## config.mk

```make
export PLATFORM = sky130hd
export DESIGN_NAME = bilinear_upscale_pixel
export DESIGN_NICKNAME = d
export VERILOG_FILES = /design/src/hw/rtl/bup_pkg.sv /design/src/hw/rtl/bilinear_upscale_pixel.sv /design/src/hw/rtl/bup_weight.sv /design/src/hw/rtl/bup_accum.sv /design/src/hw/rtl/bup_div.sv
export SDC_FILE = /design/constraint.sdc
export NUM_CORES = 2
export LEC_CHECK = 0
export ABC_AREA = 0
export BUFFER_PORTS_ARGS = -buffer_cell sky130_fd_sc_hd__buf_2
export CAP_MARGIN = 20
export CORE_ASPECT_RATIO = 1.2
export CORE_MARGIN = 5
export CORE_UTILIZATION = 59
export CTS_BUF_LIST = sky130_fd_sc_hd__clkbuf_16
export CTS_CLUSTER_SIZE = 20
export DETAILED_ROUTE_END_ITERATION = 12
export PLACE_DENSITY = 0.79
export SYNTH_ARGS = -nofsm -noshare
export SYNTH_HDL_FRONTEND = slang
export SYNTH_HIERARCHICAL = 1
export SYNTH_SLANG_ARGS = --single-unit
```

## constraint.sdc

```tcl
create_clock -name clk_i -period 9.1 [get_ports clk_i]
set_input_delay 0 -clock clk_i [delete_from_list [all_inputs] [get_ports clk_i]]
set_output_delay 0 -clock clk_i [all_outputs]
set_load 0.1 [all_outputs]
```

## src/hw/rtl/bup_pkg.sv

```systemverilog
// shared widths, corner indexes, register map and stage payload types
package bup_pkg;

  localparam int PIX_W   = 8;
  localparam int OFS_W   = 6;
  localparam int GAP_W   = 6;
  localparam int WT_W    = GAP_W + 1;
  localparam int WW_W    = 2 * WT_W;
  localparam int PP_W    = WW_W + PIX_W + 1;
  localparam int SUM_W   = PP_W + 2;
  localparam int SQ_W    = 2 * GAP_W;
  localparam int DEN_W   = SQ_W + 1;
  localparam int NUM_W   = SUM_W;
  localparam int Q_W     = PIX_W;
  localparam int BPS     = 2;
  localparam int DIV_STG = Q_W / BPS;

  localparam int N_CRN   = 4;
  localparam int CRN_TL  = 0;
  localparam int CRN_TR  = 1;
  localparam int CRN_BL  = 2;
  localparam int CRN_BR  = 3;

  localparam int APB_AW    = 3;
  localparam int APB_DW    = 32;
  localparam int REG_IDX_W = APB_AW - 2;

  localparam logic [REG_IDX_W-1:0] REG_GAP = 1'b0;
  localparam logic [GAP_W-1:0]     GAP_RST = 6'd1;
  localparam logic [PIX_W-1:0]     PIX_MAX = 8'd255;

  typedef struct packed {
    logic [N_CRN-1:0][PP_W-1:0] pp;
    logic [SQ_W-1:0]            sq;
    logic                       zero_gap;
    logic [PIX_W-1:0]           top_left;
  } bup_prod_t;

  typedef struct packed {
    logic [NUM_W-1:0] num;
    logic [DEN_W-1:0] den;
    logic             fixed;
    logic [PIX_W-1:0] fix_val;
  } bup_frac_t;

endpackage

```

## src/hw/rtl/bilinear_upscale_pixel.sv

```systemverilog
// bilinear upscale pixel: one output pixel from four corners and an offset
// throughput: one pixel per cycle while the receiver does not stall; a stall freezes only the stages that are full
// bubbles are squeezed out, so a full stage waits only behind another full stage
// reset clears the stage valid bits and sets gap to 1; data registers are not reset
module bilinear_upscale_pixel (
  input  logic                          clk_i,
  input  logic                          rst_ni,
  // configuration port
  input  logic                          psel_i,
  input  logic                          penable_i,
  input  logic                          pwrite_i,
  input  logic [bup_pkg::APB_AW-1:0]    paddr_i,
  input  logic [bup_pkg::APB_DW-1:0]    pwdata_i,
  output logic [bup_pkg::APB_DW-1:0]    prdata_o,
  output logic                          pready_o,
  // input channel
  input  logic                          valid_i,
  output logic                          stall_o,
  input  logic [bup_pkg::PIX_W-1:0]     top_left_i,
  input  logic [bup_pkg::PIX_W-1:0]     top_right_i,
  input  logic [bup_pkg::PIX_W-1:0]     bottom_left_i,
  input  logic [bup_pkg::PIX_W-1:0]     bottom_right_i,
  input  logic [bup_pkg::OFS_W-1:0]     row_offset_i,
  input  logic [bup_pkg::OFS_W-1:0]     col_offset_i,
  // output channel
  output logic                          valid_o,
  input  logic                          stall_i,
  output logic [bup_pkg::PIX_W-1:0]     pixel_out_o
);
  import bup_pkg::*;

  logic [GAP_W-1:0] gap_q;
  logic             reg_wr, gap_sel;

  // register file: a single word, gap, at byte address 0
  assign pready_o = 1'b1;
  assign gap_sel  = (paddr_i[APB_AW-1:2] == REG_GAP);
  assign reg_wr   = psel_i & penable_i & pwrite_i & pready_o;
  assign prdata_o = gap_sel ? APB_DW'(gap_q) : '0;

  always_ff @(posedge clk_i or negedge rst_ni) begin
    if (!rst_ni) begin
      gap_q <= GAP_RST;
    end else if (reg_wr && gap_sel) begin
      gap_q <= pwdata_i[GAP_W-1:0];
    end
  end

  // stage-to-stage channels; each stall is the downstream stage being full and held
  logic      wt_valid, wt_stall, ac_valid, ac_stall;
  bup_prod_t prod;
  bup_frac_t frac;

  // stages 1-2: signed weights (k-r)(k-c) etc., then weight times corner pixel
  bup_weight u_weight (
    .clk_i          (clk_i),
    .rst_ni         (rst_ni),
    .valid_i        (valid_i),
    .stall_o        (stall_o),
    .top_left_i     (top_left_i),
    .top_right_i    (top_right_i),
    .bottom_left_i  (bottom_left_i),
    .bottom_right_i (bottom_right_i),
    .row_offset_i   (row_offset_i),
    .col_offset_i   (col_offset_i),
    .gap_i          (gap_q),
    .valid_o        (wt_valid),
    .stall_i        (wt_stall),
    .prod_o         (prod)
  );

  // stages 3-4: four-way sum, then 2n + k*k and the special-case flags
  // (zero gap passes top left through, a sum of zero or less gives 0)
  bup_accum u_accum (
    .clk_i   (clk_i),
    .rst_ni  (rst_ni),
    .valid_i (wt_valid),
    .stall_o (wt_stall),
    .prod_i  (prod),
    .valid_o (ac_valid),
    .stall_i (ac_stall),
    .frac_o  (frac)
  );

  // stages 5-9: saturation at 255, then four stages of two quotient bits each;
  // the last stage register is the output register
  bup_div u_div (
    .clk_i   (clk_i),
    .rst_ni  (rst_ni),
    .valid_i (ac_valid),
    .stall_o (ac_stall),
    .frac_i  (frac),
    .valid_o (valid_o),
    .stall_i (stall_i),
    .pixel_o (pixel_out_o)
  );

endmodule

```

## src/hw/rtl/bup_weight.sv

```systemverilog
// corner weights and weighted corner products, two register stages
module bup_weight (
  input  logic                    clk_i,
  input  logic                    rst_ni,
  input  logic                    valid_i,
  output logic                    stall_o,
  input  logic [bup_pkg::PIX_W-1:0] top_left_i,
  input  logic [bup_pkg::PIX_W-1:0] top_right_i,
  input  logic [bup_pkg::PIX_W-1:0] bottom_left_i,
  input  logic [bup_pkg::PIX_W-1:0] bottom_right_i,
  input  logic [bup_pkg::OFS_W-1:0] row_offset_i,
  input  logic [bup_pkg::OFS_W-1:0] col_offset_i,
  input  logic [bup_pkg::GAP_W-1:0] gap_i,
  output logic                    valid_o,
  input  logic                    stall_i,
  output bup_pkg::bup_prod_t      prod_o
);
  import bup_pkg::*;

  logic signed [WT_W-1:0] row_w, col_w, krow_w, kcol_w;
  logic signed [WW_W-1:0] ww_d [N_CRN];
  logic signed [WW_W-1:0] ww_q [N_CRN];
  logic [PIX_W-1:0]       pix_d [N_CRN];
  logic [PIX_W-1:0]       pix_q [N_CRN];
  logic [SQ_W-1:0]        sq_q;
  logic                   zero_q;
  logic                   v1_q, v2_q, stall1, stall2;
  logic signed [PP_W-1:0] pp_d [N_CRN];
  bup_prod_t              prod_d, prod_q;

  assign stall2  = v2_q & stall_i;
  assign stall1  = v1_q & stall2;
  assign stall_o = stall1;

  // stage 1: signed weights, may go negative for offsets beyond the gap
  always_comb begin
    row_w  = $signed({1'b0, row_offset_i});
    col_w  = $signed({1'b0, col_offset_i});
    krow_w = $signed({1'b0, gap_i}) - row_w;
    kcol_w = $signed({1'b0, gap_i}) - col_w;
    ww_d[CRN_TL] = krow_w * kcol_w;
    ww_d[CRN_TR] = krow_w * col_w;
    ww_d[CRN_BL] = row_w * kcol_w;
    ww_d[CRN_BR] = row_w * col_w;
    pix_d[CRN_TL] = top_left_i;
    pix_d[CRN_TR] = top_right_i;
    pix_d[CRN_BL] = bottom_left_i;
    pix_d[CRN_BR] = bottom_right_i;
  end

  always_ff @(posedge clk_i or negedge rst_ni) begin
    if (!rst_ni) begin
      v1_q <= 1'b0;
      v2_q <= 1'b0;
    end else begin
      if (!stall1) v1_q <= valid_i;
      if (!stall2) v2_q <= v1_q;
    end
  end

  always_ff @(posedge clk_i) begin
    if (!stall1 && valid_i) begin
      ww_q   <= ww_d;
      pix_q  <= pix_d;
      sq_q   <= gap_i * gap_i;
      zero_q <= (gap_i == '0);
    end
  end

  // stage 2: weight times pixel
  always_comb begin
    for (int i = 0; i < N_CRN; i++) begin
      pp_d[i]        = ww_q[i] * $signed({1'b0, pix_q[i]});
      prod_d.pp[i]   = pp_d[i];
    end
    prod_d.sq       = sq_q;
    prod_d.zero_gap = zero_q;
    prod_d.top_left = pix_q[CRN_TL];
  end

  always_ff @(posedge clk_i) begin
    if (!stall2 && v1_q) prod_q <= prod_d;
  end

  assign valid_o = v2_q;
  assign prod_o  = prod_q;

endmodule

```

## src/hw/rtl/bup_accum.sv

```systemverilog
// sum of corner products and rounding numerator, two register stages
module bup_accum (
  input  logic               clk_i,
  input  logic               rst_ni,
  input  logic               valid_i,
  output logic               stall_o,
  input  bup_pkg::bup_prod_t prod_i,
  output logic               valid_o,
  input  logic               stall_i,
  output bup_pkg::bup_frac_t frac_o
);
  import bup_pkg::*;

  logic signed [SUM_W-1:0] sum_d, sum_q;
  logic [SQ_W-1:0]         sq_q;
  logic                    zero_q;
  logic [PIX_W-1:0]        tl_q;
  logic                    v3_q, v4_q, stall3, stall4, pos;
  bup_frac_t               frac_d, frac_q;

  assign stall4  = v4_q & stall_i;
  assign stall3  = v3_q & stall4;
  assign stall_o = stall3;

  assign sum_d = $signed(prod_i.pp[CRN_TL]) + $signed(prod_i.pp[CRN_TR])
               + $signed(prod_i.pp[CRN_BL]) + $signed(prod_i.pp[CRN_BR]);

  always_ff @(posedge clk_i or negedge rst_ni) begin
    if (!rst_ni) begin
      v3_q <= 1'b0;
      v4_q <= 1'b0;
    end else begin
      if (!stall3) v3_q <= valid_i;
      if (!stall4) v4_q <= v3_q;
    end
  end

  always_ff @(posedge clk_i) begin
    if (!stall3 && valid_i) begin
      sum_q  <= sum_d;
      sq_q   <= prod_i.sq;
      zero_q <= prod_i.zero_gap;
      tl_q   <= prod_i.top_left;
    end
  end

  // round half up: (2n + d) / 2d
  always_comb begin
    pos            = !sum_q[SUM_W-1] && (sum_q != '0);
    frac_d.num     = {sum_q[SUM_W-2:0], 1'b0} + NUM_W'(sq_q);
    frac_d.den     = {sq_q, 1'b0};
    frac_d.fixed   = zero_q || !pos;
    frac_d.fix_val = zero_q ? tl_q : '0;
  end

  always_ff @(posedge clk_i) begin
    if (!stall4 && v3_q) frac_q <= frac_d;
  end

  assign valid_o = v4_q;
  assign frac_o  = frac_q;

endmodule

```

## src/hw/rtl/bup_div.sv

```systemverilog
// saturation check and pipelined restoring divider, two quotient bits per stage
module bup_div (
  input  logic                    clk_i,
  input  logic                    rst_ni,
  input  logic                    valid_i,
  output logic                    stall_o,
  input  bup_pkg::bup_frac_t      frac_i,
  output logic                    valid_o,
  input  logic                    stall_i,
  output logic [bup_pkg::PIX_W-1:0] pixel_o
);
  import bup_pkg::*;

  logic [DIV_STG:0]   v_q;
  logic [DIV_STG:0]   stl;
  logic [Q_W-1:0]     q_q   [DIV_STG+1];
  logic [NUM_W-1:0]   rem_q [DIV_STG];
  logic [DEN_W-1:0]   den_q [DIV_STG];
  logic [DIV_STG-1:0] skip_q;
  logic               ovf;

  // stage 0: quotient of 256 or more saturates
  assign ovf = frac_i.num >= (NUM_W'(frac_i.den) << Q_W);

  always_ff @(posedge clk_i) begin
    if (!stl[0] && valid_i) begin
      rem_q[0]  <= frac_i.num;
      den_q[0]  <= frac_i.den;
      skip_q[0] <= frac_i.fixed | ovf;
      q_q[0]    <= frac_i.fixed ? frac_i.fix_val : (ovf ? PIX_MAX : '0);
    end
  end

  assign stall_o = stl[0];

  for (genvar s = 0; s <= DIV_STG; s++) begin : g_ctl
    if (s == DIV_STG) begin : g_last
      assign stl[s] = v_q[s] & stall_i;
    end else begin : g_mid
      assign stl[s] = v_q[s] & stl[s+1];
    end
  end

  always_ff @(posedge clk_i or negedge rst_ni) begin
    if (!rst_ni) begin
      v_q <= '0;
    end else begin
      if (!stl[0]) v_q[0] <= valid_i;
      for (int s = 1; s <= DIV_STG; s++) begin
        if (!stl[s]) v_q[s] <= v_q[s-1];
      end
    end
  end

  for (genvar s = 1; s <= DIV_STG; s++) begin : g_stg
    localparam int BASE = Q_W - 1 - (s - 1) * BPS;
    logic [NUM_W-1:0] rem_t, trial;
    logic [Q_W-1:0]   q_t;

    always_comb begin
      rem_t = rem_q[s-1];
      q_t   = q_q[s-1];
      trial = '0;
      for (int j = 0; j < BPS; j++) begin
        trial = NUM_W'(den_q[s-1]) << (BASE - j);
        if (!skip_q[s-1] && rem_t >= trial) begin
          rem_t           = rem_t - trial;
          q_t[BASE - j]   = 1'b1;
        end
      end
    end

    always_ff @(posedge clk_i) begin
      if (!stl[s] && v_q[s-1]) q_q[s] <= q_t;
    end

    if (s < DIV_STG) begin : g_carry
      always_ff @(posedge clk_i) begin
        if (!stl[s] && v_q[s-1]) begin
          rem_q[s]  <= rem_t;
          den_q[s]  <= den_q[s-1];
          skip_q[s] <= skip_q[s-1];
        end
      end
    end
  end

  assign valid_o = v_q[DIV_STG];
  assign pixel_o = q_q[DIV_STG];

endmodule

```

After elaboration in Yosys (flattened, before gate mapping):

Memory sizes are Yosys's and may differ from the RTL's.
Cells that the tools add are included.
Widths: inputs -> output; s select.

* bits in writable memories: 192
* memories kept: 3
* register bits: 323
* output and inout port bits: 43
* word-level logic and storage cells: 151

* multipliers: 9
* bitwise gates (word level): 13
* reduce and logical (&&, ||, !) cells: 37
* $add $sub $neg: 13
* $lt $le $gt $ge: 9
* muxes and demuxes: 28

Memories
* u_div.rem_q: words 4, bits a word 25, rd ports 4, clocked after memory_dff 0, wr ports 4, line bup_div.sv:17 `logic [NUM_W-1:0] rem_q [DIV_STG];`
* u_div.den_q: words 4, bits a word 13, rd ports 4, clocked after memory_dff 0, wr ports 4, line bup_div.sv:18 `logic [DEN_W-1:0] den_q [DIV_STG];`
* u_div.q_q: words 5, bits a word 8, rd ports 5, clocked after memory_dff 0, wr ports 5, line bup_div.sv:16 `logic [Q_W-1:0] q_q [DIV_STG+1];`

Operator list (count)
* $mux 25: 7
* $mul 14x9->23: 3
* $mul 7x7->14: 3
* $add 24x23->25: 1
* $add 25x12->25: 1
* $add 25x23->25: 1
* $ge 25x13->1: 1
* $ge 25x14->1: 1
* $ge 25x15->1: 1
* $ge 25x16->1: 1
* $ge 25x17->1: 1
* $ge 25x18->1: 1
* $ge 25x19->1: 1
* $ge 25x20->1: 1
* $ge 25x21->1: 1
* $reduce_bool 25->1: 1
* $sub 25x14->25: 1
* $sub 25x15->25: 1
* $sub 25x16->25: 1
* $sub 25x17->25: 1
* $sub 25x18->25: 1
* $sub 25x19->25: 1
* $sub 25x20->25: 1
* $add 23x23->24: 1
* other kinds (13): 75

Logic depth before layout (Yosys ltp):

* word-level depth: 11
* mapped depth: 27

Cells and area by module:

The synthesis kept the hierarchy.

By module, submodules not included
* bup_weight: times used 1, cells an instance 2822, seq. area each 6266.0 um2, area an instance 28588.7 um2
* bup_div: times used 1, cells an instance 1347, seq. area each 6010.8 um2, area an instance 13818.3 um2
* bup_accum: times used 1, cells an instance 599, seq. area each 2782.7 um2, area an instance 6535.0 um2
* bilinear_upscale_pixel: times used 1, cells an instance 48, seq. area each 151.4 um2, area an instance 505.5 um2

Worst setup path after synthesis:

OpenSTA, ideal clock, no wires.

* kind: register to register
* from: register u_div.v_q[4]
* to: register u_weight.prod_q, in the netlist u_weight/prod_o[0], enable pin
* path slack: -0.920 ns
* clock period less this slack: 10.020 ns
* setup time: 0.744 ns
* buffers on the path: 0
* required time: 8.356 ns
* cell stages (with the launch flop): 7
* data arrival time: 9.276 ns
* cell sequence: dfrtp_1 > and3_1 > nand4_1 > inv_1 > nand3_1 > inv_1 > a21boi_0

* cells in the longest elaborated chain, start to end: 10

Ends and longest elaborated chain
* start: declaration: line bup_div.sv:14 `logic [DIV_STG:0] v_q;`
* start signal: indexed assignment: line bup_div.sv:50 `if (!stl[s]) v_q[s] <= v_q[s-1];`
* $and 1x1->1: line bup_div.sv:38 `assign stl[s] = v_q[s] & stall_i;`
* $and 1x1->1 (4 in series): line bup_div.sv:40 `assign stl[s] = v_q[s] & stl[s+1];`
* net ac_stall: line bilinear_upscale_pixel.sv:50 `logic wt_valid, wt_stall, ac_valid, ac_stall;`
* $and 1x1->1: line bup_accum.sv:21 `assign stall4 = v4_q & stall_i;`
* $and 1x1->1: line bup_accum.sv:22 `assign stall3 = v3_q & stall4;`
* net wt_stall: line bilinear_upscale_pixel.sv:50
* $and 1x1->1: line bup_weight.sv:31 `assign stall2 = v2_q & stall_i;`
* $logic_not 1->1
* $logic_and 1x1->1: line bup_weight.sv:82 `if (!stall2 && v1_q) prod_q <= prod_d;`
* end signal: assignment: line bup_weight.sv:82
* end: declaration: line bup_weight.sv:29 `bup_prod_t prod_d, prod_q;`

The timed path passes the listed nets, and every way through them passes these cells.
A chain may end at the register's enable or synchronous reset.

==> results.py <==
metrics = {
    "run_status": {
        "outcome": "finished clean",
    },
    "worst_setup_path": {
        "required_ns": 9.49,
        "rrSetupSlack_ns": 2.64,
        "cp_max_fo": 9,
        "slowest_delay_ns": 0.65,
        "r2r-start": "gap_q[2]",
        "crit_end": "u_weight/ww_q[41]",
        "cp_slowest_cell": "dfrtp_1",
        "critPathLaunch": "gap_q[2]",
        "reg2reg_depth": 22,
        "r2r_end": "u_weight/ww_q[41]",
        "path_cells": "ha_1 > nor2b_1 > o21ai_1 > a21boi_1 > o21ai_1 > nor2b_1 > nand2_1 > fa_1 > inv_1 > fa_1 > fa_1 > inv_1 > fa_1 > inv_1 > ha_1 > o21a_1 > o21a_1 > o41a_1 > o21a_1 > o21a_1 > o41ai_2 > xnor2_1",
        "start_kind": "flop",
        "crit_arrival_ns": 6.85,
        "path_class": "flop to flop",
        "cp-end-kind": "flop",
    },
    "logic_synthesis": {
        "netlist_top_cells_count": "inv_1 (881), fa_1 (503), edfxtp_1 (494)",
        "synth_area_um2": 49400,
        "ys_dominant_reg_cell": "edfxtp_1",
        "syn_inst": 4816,
        "syn_area_per_cell_um2": 10.3,
        "ys_types": 104,
        "synth_seq_area_share": 0.308,
        "synth_edf_count": 494,
        "synth_seq_cells": 509,
        "synth_top_area_frac": 0.300,
        "ys_warn_count": 6,
        "synthTopCellsByArea": "edfxtp_1 (30%), fa_1 (20%), ha_1 (12%)",
        "async_reset_ff_frac": 0.0295,
        "synth.most_common_cell": "inv_1",
        "synth_area_leader_cell": "edfxtp_1",
    },
    "timing": {
        "worst_pin_slew_ns": 1.11,
        "maxSlewViolCount": 0,
        "hold_violations": 0,
        "finalSetupViolCount": 0,
        "fmax_ghz": 0.155,
        "fin_tns_setup_ns": 0,
        "post-route-min-period_ns": 6.46,
        "period_share": 0.710,
        "maxSlewHeadroom": 0.256,
        "finalClockSkew_ns": 0.0300,
        "rsz0062_at_grt": "no",
    },
    "clocking": {
        "tritoncts": "done",
        "cts_buffers": 55,
        "clkTransAtPathRegs_ns": 0.06,
        "clockBufferDepth": 3,
        "insertion_delay_ns": 0.65,
        "htreeDepth": 2,
        "ctsResizeCount": 0,
        "ctsHoldBuffers": 52,
        "post-cts-setup-buffers": 0,
        "cts_sinks": 509,
        "cts_root_buffer": "clkbuf_16",
    },
    "place": {
        "gp_congestion": 0.921,
        "dp_hpwl_um": 88200,
        "io_buffers": 73,
    },
    "route": {
        "ant_nets": 0,
        "via_per_inst": 5.62,
        "drt-total-wl_um": 110000,
        "drc_errors": 0,
        "first_iter_violations": 1912,
        "wl_per_cell_um": 18.1,
        "vias": 34100,
        "first_pass_iters": 6,
    },
    "floorplanning": {
        "dieArea_um2": 89700,
        "fp.dieH_um": 327,
        "io_pins": 129,
        "placementRows": 116,
        "chipWidth_um": 274,
        "start_util": 0.594,
        "coreArea_um2": 83300,
    },
    "grt": {
        "grt_usage": 0.251,
        "antenna_found_initial": 7,
        "grt_pass1_vias": 35900,
        "grt_pass1_wl_um": 181000,
        "grt_max_degree": 68,
        "gr-total-overflow": 0,
    },
    "finish": {
        "nNetsFinal": 5962,
        "nFillCells": 6438,
        "seqCellArea_um2": 15200,
        "fin_util": 0.638,
        "syn_to_final_growth_pct": 7.52,
        "multi_input_area_um2": 30300,
        "layout-drive-gt1-share": 0.0582,
    },
    "run": {
        "maxCapViolations": 0,
    },
    "worst_hold_path": {
        "hold_class": "primary input to flop",
    },
}
state kept, by name, summed over array words and instances, names as in the netlist, 4 cells and up:
register,count
u_div/rem_q,100
u_div/skip_q,4
u_accum/sq_q,12
u_weight/sq_q,11
u_accum/tl_q,8
u_weight/pix_q,32
u_accum/frac_o,45
gap_q,6
u_div/v_q,5
u_weight/ww_q,54
u_weight/prod_o,109
u_div/q_q,40
u_div/den_q,52
u_accum/sum_q,25
final cells by class:
cell class                      count  share of cell area
Sequential cell                   509               0.286
Clock inverter                     47             0.00892
Multi-Input combinational cell   3314               0.571
Antenna cell                        4            0.000188
Clock buffer                       55              0.0259
Inverter                          886              0.0626
Tap cell                         1121              0.0264
Timing Repair Buffer              139              0.0193
cells by family (layout without fill, tap and decap cells):
logic type               Yosys count  count (layout)  share of synthesized area
AND/OR/NAND/NOR                 1277            1277                      0.132
buffers and inverters           1021            1127                     0.0818
adder cells (fa/ha/maj)          971             971                      0.322
other                              4              36                   0.000304
XOR/XNOR                         279             279                     0.0494
AO/OA/AOI/OAI                    696             696                     0.0932
multiplexers                      59              59                     0.0132
flip-flops                       509             509                      0.308
worst max-delay path: cells and delay by family, from the launching register on:
kind                       cells  cell delay, ns
buffers and inverters          3            0.14
and+or+nand+nor                3            1.03
xor gates and xnor gates       1            0.11
adders and majority gates      6            2.72
DFF                            1            0.65
AOI/OAI and AO/OA              9            1.54
per-stage QoR:
step                      setup WS (ns)  hold slack [ns]  area [um2]  std cells
after floorplan                    2.05           -0.296       49600       4844
after global placement             2.72          -0.0112       50700       5914
after detailed placement           2.57         -0.00586       50700       5914
after CTS                          2.50          0.00227       53100       6068
after global routing               2.32           0.0446       53200       6073
final                              2.64           0.0567       53200       6075
layer usage:
layer	GRT usage	wire, um	vias to the layer above
met5	0	21	-
met4	0.139	7410	4
met3	0.0274	4260	322
met2	0.468	58700	942
met1	0.276	39800	16800
li1	-	-	16000
worst min-delay path by stage:
| stage | startpoint | to | slack (ns) | cells past startpoint |
|---|---|---|---|---|
| floorplan | rst_ni | gap_q[1] | -0.30 | 0 |
| global placement | rst_ni | u_div/v_q[4] | -0.01 | 1 |
| detailed placement | rst_ni | u_div/v_q[4] | -0.006 | 1 |
| CTS | row_offset_i[1] | u_weight/ww_q[1] | 0.002 | 3 |
| global route | top_right_i[2] | u_weight/pix_q[18] | 0.04 | 2 |
| finish | row_offset_i[1] | u_weight/ww_q[1] | 0.06 | 3 |
cell usage in the layout (no fill, tap or decap), types with 14 or more instances in the layout:
| cell type | n |
|---|---|
| nor2b_1 | 52 |
| and3_1 | 26 |
| edfxtp_1 | 494 |
| clkbuf_16 | 55 |
| o211ai_1 | 16 |
| nand2_1 | 365 |
| a21o_1 | 84 |
| o21ai_1 | 26 |
| a211oi_1 | 22 |
| or2_2 | 19 |
| nor2_1 | 215 |
| xor2_1 | 73 |
| conb_1 | 32 |
| o21bai_1 | 30 |
| a21oi_1 | 221 |
| ha_1 | 468 |
| o21a_1 | 32 |
| nor3_1 | 53 |
| dfrtp_1 | 14 |
| inv_1 | 891 |
| dlygate4sd3_1 | 52 |
| o31a_1 | 14 |
| or3_1 | 19 |
| mux2_2 | 43 |
| xnor2_1 | 206 |
| fa_1 | 503 |
| buf_2 | 73 |
| o21ai_0 | 98 |
| nand4_1 | 27 |
| nand2b_1 | 37 |
| a31oi_1 | 18 |
| and2_1 | 329 |
| nor4_1 | 27 |
| nand3_1 | 49 |
Power is left out: the tool's default activity adds up to more than one toggle a clock period on the data nets, which glitch-free logic cannot reach.
